--- src/segment_plane_clip_assert.svh ---
// Assertion macros for the segment plane clipper.
`ifndef SEGMENT_PLANE_CLIP_ASSERT_SVH
`define SEGMENT_PLANE_CLIP_ASSERT_SVH

// Same-cycle implication, sampled on clk, off during reset
`define SPC_ASSERT_IMP(lbl, ante, cons, msg) \
    lbl: assert property (@(posedge clk) disable iff (!rst_n) (ante) |-> (cons)) \
        else $error(msg);

// Next-cycle implication, sampled on clk, off during reset
`define SPC_ASSERT_NXT(lbl, ante, cons, msg) \
    lbl: assert property (@(posedge clk) disable iff (!rst_n) (ante) |=> (cons)) \
        else $error(msg);

`endif

--- src/spc_pkg.sv ---
// Shared constants, types and helpers for the segment plane clipper.
package spc_pkg;

    localparam int COORD_BITS = 32;
    localparam int FRAC_BITS  = 16;
    localparam int TOL_BITS   = FRAC_BITS + 1;
    localparam int NUM_REGS   = 7;
    localparam int IDX_BITS   = 3;

    localparam int DIFF_W  = COORD_BITS + 1;
    localparam int PROD_W  = 2 * COORD_BITS;
    localparam int DOT_W   = PROD_W - FRAC_BITS + 2;
    localparam int REM_W   = DOT_W + 1;
    localparam int Q_W     = FRAC_BITS + 1;
    localparam int TPROD_W = Q_W + 1 + DIFF_W;

    // register indexes
    localparam logic [IDX_BITS-1:0] REG_POINT_X  = 3'd0;
    localparam logic [IDX_BITS-1:0] REG_POINT_Y  = 3'd1;
    localparam logic [IDX_BITS-1:0] REG_POINT_Z  = 3'd2;
    localparam logic [IDX_BITS-1:0] REG_NORMAL_X = 3'd3;
    localparam logic [IDX_BITS-1:0] REG_NORMAL_Y = 3'd4;
    localparam logic [IDX_BITS-1:0] REG_NORMAL_Z = 3'd5;
    localparam logic [IDX_BITS-1:0] REG_TOL      = 3'd6;

    // case codes
    localparam logic [1:0] CASE_COINCIDENT = 2'd0;
    localparam logic [1:0] CASE_PARALLEL   = 2'd1;
    localparam logic [1:0] CASE_OUTSIDE    = 2'd2;
    localparam logic [1:0] CASE_CUT        = 2'd3;

    typedef logic [2:0][COORD_BITS-1:0] vec3_t;

    typedef struct packed {
        vec3_t                point;
        vec3_t                normal;
        logic [TOL_BITS-1:0]  tol;
    } plane_t;

    typedef struct packed {
        vec3_t       s;
        vec3_t       e;
        logic [1:0]  code;
        logic        trimmed;
        logic        whole;
        logic        from_start;
    } seg_info_t;

    // exact difference a - b of two signed coordinates
    function automatic logic [DIFF_W-1:0] coord_diff(logic [COORD_BITS-1:0] a,
                                                     logic [COORD_BITS-1:0] b);
        coord_diff = {a[COORD_BITS-1], a} - {b[COORD_BITS-1], b};
    endfunction

    // clamp a difference to the signed coordinate range
    function automatic logic [COORD_BITS-1:0] sat_coord(logic [DIFF_W-1:0] x);
        if (x[DIFF_W-1] != x[DIFF_W-2])
            sat_coord = x[DIFF_W-1] ? {1'b1, {(COORD_BITS-1){1'b0}}}
                                    : {1'b0, {(COORD_BITS-1){1'b1}}};
        else
            sat_coord = x[COORD_BITS-1:0];
    endfunction

endpackage

--- src/spc_cut.sv ---
// Back stages: intersection point and selection of the kept piece.
module spc_cut (
    input  logic                     clk,
    input  logic                     rst_n,
    input  logic                     en,
    input  logic                     in_valid,
    input  logic [spc_pkg::Q_W-1:0]  t,
    input  spc_pkg::seg_info_t       in_info,
    output logic                     out_valid,
    output spc_pkg::vec3_t           kept_s,
    output spc_pkg::vec3_t           kept_e,
    output logic                     trimmed,
    output logic [1:0]               code
);
    import spc_pkg::*;

    logic                     e_valid_reg, f_valid_reg;
    logic [2:0][TPROD_W-1:0]  e_prod_reg;
    seg_info_t                e_info_reg;
    vec3_t                    f_ks_reg, f_ke_reg, cut, ks_next, ke_next;
    logic                     f_trim_reg;
    logic [1:0]               f_code_reg;

    always_ff @(posedge clk or negedge rst_n)
    begin
        if (!rst_n)
        begin
            e_valid_reg <= 1'b0;
            f_valid_reg <= 1'b0;
        end
        else if (en)
        begin
            e_valid_reg <= in_valid;
            f_valid_reg <= e_valid_reg;
        end
    end

    // stage E: t times exact direction
    always_ff @(posedge clk)
    begin
        if (en)
        begin
            for (int i = 0; i < 3; i++)
                e_prod_reg[i] <= TPROD_W'($signed({1'b0, t})
                                 * $signed(coord_diff(in_info.e[i], in_info.s[i])));
            e_info_reg <= in_info;
        end
    end

    // stage F: add start, choose ends
    always_comb
    begin
        for (int i = 0; i < 3; i++)
        begin
            cut[i] = e_info_reg.s[i] + e_prod_reg[i][FRAC_BITS+COORD_BITS-1:FRAC_BITS];
            if (e_info_reg.trimmed)
            begin
                ks_next[i] = '0;
                ke_next[i] = '0;
            end
            else if (e_info_reg.whole)
            begin
                ks_next[i] = e_info_reg.s[i];
                ke_next[i] = e_info_reg.e[i];
            end
            else if (e_info_reg.from_start)
            begin
                ks_next[i] = e_info_reg.s[i];
                ke_next[i] = cut[i];
            end
            else
            begin
                ks_next[i] = cut[i];
                ke_next[i] = e_info_reg.e[i];
            end
        end
    end

    always_ff @(posedge clk)
    begin
        if (en)
        begin
            f_ks_reg   <= ks_next;
            f_ke_reg   <= ke_next;
            f_trim_reg <= e_info_reg.trimmed;
            f_code_reg <= e_info_reg.code;
        end
    end

    assign out_valid = f_valid_reg;
    assign kept_s = f_ks_reg;
    assign kept_e = f_ke_reg;
    assign trimmed = f_trim_reg;
    assign code = f_code_reg;

endmodule

--- config.mk ---
export PLATFORM = sky130hd
export DESIGN_NAME = spc_cut
export DESIGN_NICKNAME = d
export VERILOG_FILES = /design/src/segment_plane_clip_assert.svh /design/src/spc_pkg.sv /design/src/spc_cut.sv
export SDC_FILE = /design/constraint.sdc
export NUM_CORES = 2
export LEC_CHECK = 0
export BUFFER_PORTS_ARGS = -buffer_cell sky130_fd_sc_hd__buf_4
export CAP_MARGIN = 20
export CORE_MARGIN = 5
export CORE_UTILIZATION = 59
export CTS_CLUSTER_DIAMETER = 40
export DETAILED_ROUTE_END_ITERATION = 12
export GPL_TIMING_DRIVEN = 0
export PLACE_DENSITY = 0.87
export SYNTH_ARGS = -nofsm -noshare
export SYNTH_HDL_FRONTEND = slang
export SYNTH_SLANG_ARGS = --single-unit
export TNS_END_PERCENT = 50
--- constraint.sdc ---
create_clock -name clk -period 3.09 [get_ports clk]
set_input_delay 0.618 -clock clk [delete_from_list [all_inputs] [get_ports clk]]
set_output_delay 0.618 -clock clk [all_outputs]
set_load 0.01 [all_outputs]
---- Yosys cells after proc, flatten, opt, wreduce, memory -nomap -nowiden ----
Cells that the tools add are included.
word-level totals
  flip-flop bits (word level) ............. 538
  word-level logic and storage cells ...... 44
  bits of input ports ..................... 218
  output and inout bits ................... 196
operators by class
  muxes and demuxes ....................... 12
  add/subtract/negate cells ............... 6
  multipliers ............................. 3
operator list
  cell              number
  $mux W32          12
  $mul A18 B33 Y48  3
  $sub A32 B32 Y33  3
  $add A32 B32 Y32  3

---- Logic depth before layout (Yosys ltp) ----
  depth after elaboration ................. 3
  depth in mapped cells ................... 39

---- Worst setup path after synthesis ----
No wires, ideal clock.
  kind .................................... input to register
  start ................................... in in_info[69] (netlist name)
  end ..................................... reg e_prod_reg[149] (netlist name), data pin
  buffers on the path ..................... 1
  required time ........................... 2832 ps
  arrival time ............................ 8949 ps
  cell stages on the path ................. 34
  setup slack ............................. -6117 ps
  library setup time ...................... 258 ps
  path through ............................ inv_1 > ha_1 > inv_1 > fa_1 > a211o_1 > a21oi_1 > o21ai_0 > a41o_1 > nor2_1 > o21ai_0 > xnor2_1 > clkbuf_1 > nand2_1 > fa_1 > fa_1 > fa_1 > inv_1 > fa_1 > fa_1 > inv_1 > fa_1 > inv_1 > ha_1 > a21o_1 > a221oi_1 > o21ai_0 > a311o_1 > nor3b_1 > o31ai_2 > a221oi_2 > o21ba_2 > a21oi_1 > xnor3_1 > xnor2_1
on the way
  word-level cells in the longest chain between the ends .. 2
ends and longest elaborated chain
  what                           line           source
  start, declared                spc_cut.sv:8   input spc_pkg::seg_info_t in_info,
  $sub A32 B32 Y33               spc_pkg.sv:52  coord_diff = {a[COORD_BITS-1], a} - {b[COORD_BITS-1], b};
  $mul A18 B33 Y48               spc_cut.sv:45  * $signed(coord_diff(in_info.e[i], in_info.s[i])));
  end signal, assigned by index  spc_cut.sv:44  e_prod_reg[i] <= TPROD_W'($signed({1'b0, t})
  end, declared                  spc_cut.sv:18  logic [2:0][TPROD_W-1:0] e_prod_reg;
No other way between the ends.
A chain may end at the register's enable or synchronous reset.

---- Final worst setup path ----
Ends and elaborated chain as after synthesis.

==> key figures <==
Synthesis
  • Ranking of synthesized cells by area: fa_1, edfxtp_1, inv_1, ha_1, and2_1
  • Mean Syn Cell Area: approximately 9.5 sq um
  • Most frequent cells after synthesis: inv_1, fa_1, nand2_1, and2_1, ha_1
  • Count leader, synth: inv_1
  • Post-synthesis mux area share: 0.000660
  • Synth area leader: fa_1
  • Synth warn: 0
  • Synth unique cells: 75
  • Largest family of logic cells by synthesized area: adder cells
  • EDFF count, synth: around 490
  • Synth Net Count: about 11000
  • Syn Inst Count: 8612
  • Adder-Cell Fraction of Synth Area: 0.460
  • Compound-Gate Fraction of Synth Area: 0.0658
  • Yosys reg bits: slightly below 500
  • Primary FF master, synth: edfxtp_1
  • Async set-reset flop share out of synthesis: 0.00408
  • Post-Synth Simple-Gate Area: 0.155
  • XOR/XNOR Fraction of Synth Area: 0.0303
  • Area share of the largest cell type after synthesis: 0.380
  • Sequential cell area fraction in the yosys report: 0.181
  • Synthesized area: 81500 sq um

Floorplanning
  • # IOs: 414
  • Initial core utilization: 0.593
  • Core Footprint: approximately 140000 sq um
  • Die area: approximately 150000 sq um
  • Die Height: around 380 microns
  • Row count: 136
  • Chip width: roughly 380 microns

Cells and area
  • Share of cells above drive strength 1: 0.177
  • Multi-input gate area: ~63000 sq um
  • Area growth syn-to-layout: 21.2%
  • Final cell count without fillers: around 11000
  • Register Area: around 15000 sq um
  • Final #Nets: about 12000
  • FILL cells: roughly 9600
  • Max reg flops: between 150 and 200

Detailed routing
  • Overall via count from detail_route: 69000
  • TritonRoute pass-1 iters: 9
  • Vias/cell: between 6 and 7
  • Final wirelength: between 300 and 400 mm
  • Routed Antenna Nets: 0
  • Drc violations: 0
  • Initial drt markers: 8595
  • Wire per inst: 28.3 microns

Outcome
  • Violated checks: negative setup slack
  • Outcome: finished with violations

GRT
  • Pin count of the biggest net entering global routing: 135
  • Tot GR Track Use: 0.435
  • Vias in the first global route: 71300
  • First-pass GRT wire length: about 460 mm
  • Initial antenna violation count: 69
  • Global route overflow: 0

Placement
  • Final RePlAce weighted congestion: roughly 1.1
  • HPWL after DPL: approximately 250 mm
  • Post-Place Cells: 10900
  • Port bufs: between 300 and 400

Timing
  • Pins over their slew limit: 0
  • Hold Fails Final Rpt: 0
  • Max Fclk: between 100 and 150 MHz
  • Setup TNS: -501090 ps
  • Final worst slack: -5850 ps
  • Final setup viols: ~160
  • Final Cycle Share: 2.89
  • Actual slew at the worst max-slew pin: approximately 1400 ps
  • RSZ-0062 raised after global routing: yes
  • Tmin final: 8940 ps
  • Skew final: roughly 47 ps
  • Relative slew slack: 0.0367
  • Fin Hold WS: 140 ps

Setup path
  • Worst r2r dst: kept_e[41]$_SDFFCE_PP0P_
  • CP required: 3490 ps
  • R2r startpoint: e_info_reg[0]$_DFFE_PP_
  • Crit path top cell by count: fa_1
  • Critical path's largest stage delay: approximately 500 ps
  • Worst Path Buf+Inv: 10
  • CP Launch Type: input pin
  • Peak fanout along the critical path: 10
  • Critical Path Source: in_info[69]
  • Setup Crit Path Kind: in -> reg
  • CP top delay family: adder cells
  • Crit path DAT: approximately 9300 ps
  • CP max stage cell: fa_1
  • Worst path depth: 39
  • CP Capture Type: flop
  • FF-to-FF setup slack: -390 ps
  • CP endpoint: e_prod_reg[149]$_DFFE_PP_
  • R2R cell count: 6

Clocking
  • CTS max path bufs: 3
  • CTS clk-pin slew, worst paths: 70 ps
  • CTS Sinks: roughly 500
  • H-tree Lvls: 2
  • CTS Buf Count: between 50 and 60
  • CTS tree: yes
  • Skew-Pair Late Insertion Delay: approximately 660 ps
  • Clock root buffer: clkbuf_16

Run
  • Max-cap viol count: 0

Min path
  • Hold WC Path Type: in -> reg
==> cells by family (layout without fill, tap and decap cells) <==
kind of cell | Yosys count | count (layout)
mux | 5 | 5
xor+xnor | 277 | 277
buf+inv | 2344 | 3257
simple gates | 2571 | 2571
fa+ha+maj | 2067 | 2067
compound gates | 858 | 858
other cells | 0 | 56
flops | 490 | 490
==> cell usage in the layout, fill, tap and decap left out, types with 53 or more instances in the layout <==
| cell | count |
|---|---|
| a21o_1 | 107 |
| a21oi_1 | 268 |
| a21oi_2 | 60 |
| and2_1 | 796 |
| buf_4 | 659 |
| buf_6 | 75 |
| buf_8 | 60 |
| clkbuf_1 | 258 |
| clkbuf_16 | 63 |
| diode_2 | 56 |
| edfxtp_1 | 488 |
| fa_1 | 1492 |
| fa_2 | 56 |
| ha_1 | 437 |
| ha_4 | 65 |
| inv_1 | 1930 |
| nand2_1 | 1155 |
| nand2b_1 | 56 |
| nor2_1 | 141 |
| nor2b_1 | 88 |
| o21ai_0 | 64 |
| xnor2_1 | 116 |
| xnor2_4 | 53 |
==> metrics by stage <==
stage | setup slack, ps | utilization | cell area [sq um]
after detailed placement | -7480 | 0.646 | 88700
after floorplan | -5280 | - | 82600
after global routing | -6020 | 0.718 | 98700
after CTS | -5660 | 0.705 | 96800
after global placement | -7650 | 0.639 | 87800
final | -5850 | 0.719 | 98700
==> routing by layer <==
layer / up-vias / share of wire / routed length (microns) / track usage
li1: 27800 / - / - / -
met1: 34200 / 0.34 / 109000 / 0.549
met2: 5495 / 0.42 / 134000 / 0.625
met3: 1496 / 0.15 / 49000 / 0.159
met4: 28 / 0.090 / 28900 / 0.300
met5: - / 0.0013 / 408 / 0.000992
==> worst reg2reg max path, stage by stage (launching register included) <==
cell	delay, ps
edfxtp_1	450
nor2b_1	360
clkbuf_1	740
buf_8	260
buf_1	890
nor2_1	170
a211oi_1	410
==> worst min path at each step <==
stage | to | startpoint | slack [ps] | cells past startpoint
after global routing | e_info_reg[3]$_DFFE_PP_ | in_info[3] | 130 | 1
after global placement | e_valid_reg$_DFFE_PN0P_ | rst_n | 400 | 1
after floorplan | e_valid_reg$_DFFE_PN0P_ | rst_n | 320 | 0
final | e_info_reg[1]$_DFFE_PP_ | in_info[1] | 140 | 1
after detailed placement | out_valid$_DFFE_PN0P_ | rst_n | 400 | 1
after CTS | e_info_reg[1]$_DFFE_PP_ | in_info[1] | 110 | 1
==> layout make-up <==
class | count | share of cell area
multi-input cells | 5778 | 0.639
flip-flops and latches | 490 | 0.149
inverters | 1991 | 0.0762
repair buffers | 805 | 0.0720
well taps | 1794 | 0.0227
plain buffers | 350 | 0.0185
clock buffers | 66 | 0.0152
clock inverters | 45 | 0.00563
diodes | 56 | 0.00142
==> repair_timing <==
item / 4_1_cts / 5_1_grt
endpoints found under the hold margin: 2 / 0
cloned: 1 / 2
pin swaps: 343 / 243
hold buffers: 1 / 0
endpoints found under the setup margin: 222 / 194
gates resized for setup: 767 / 244
setup buffers: 253 / 79
Power is not shown: default switching activity piles up to over one toggle a cycle in this logic, so the estimate is an artifact.
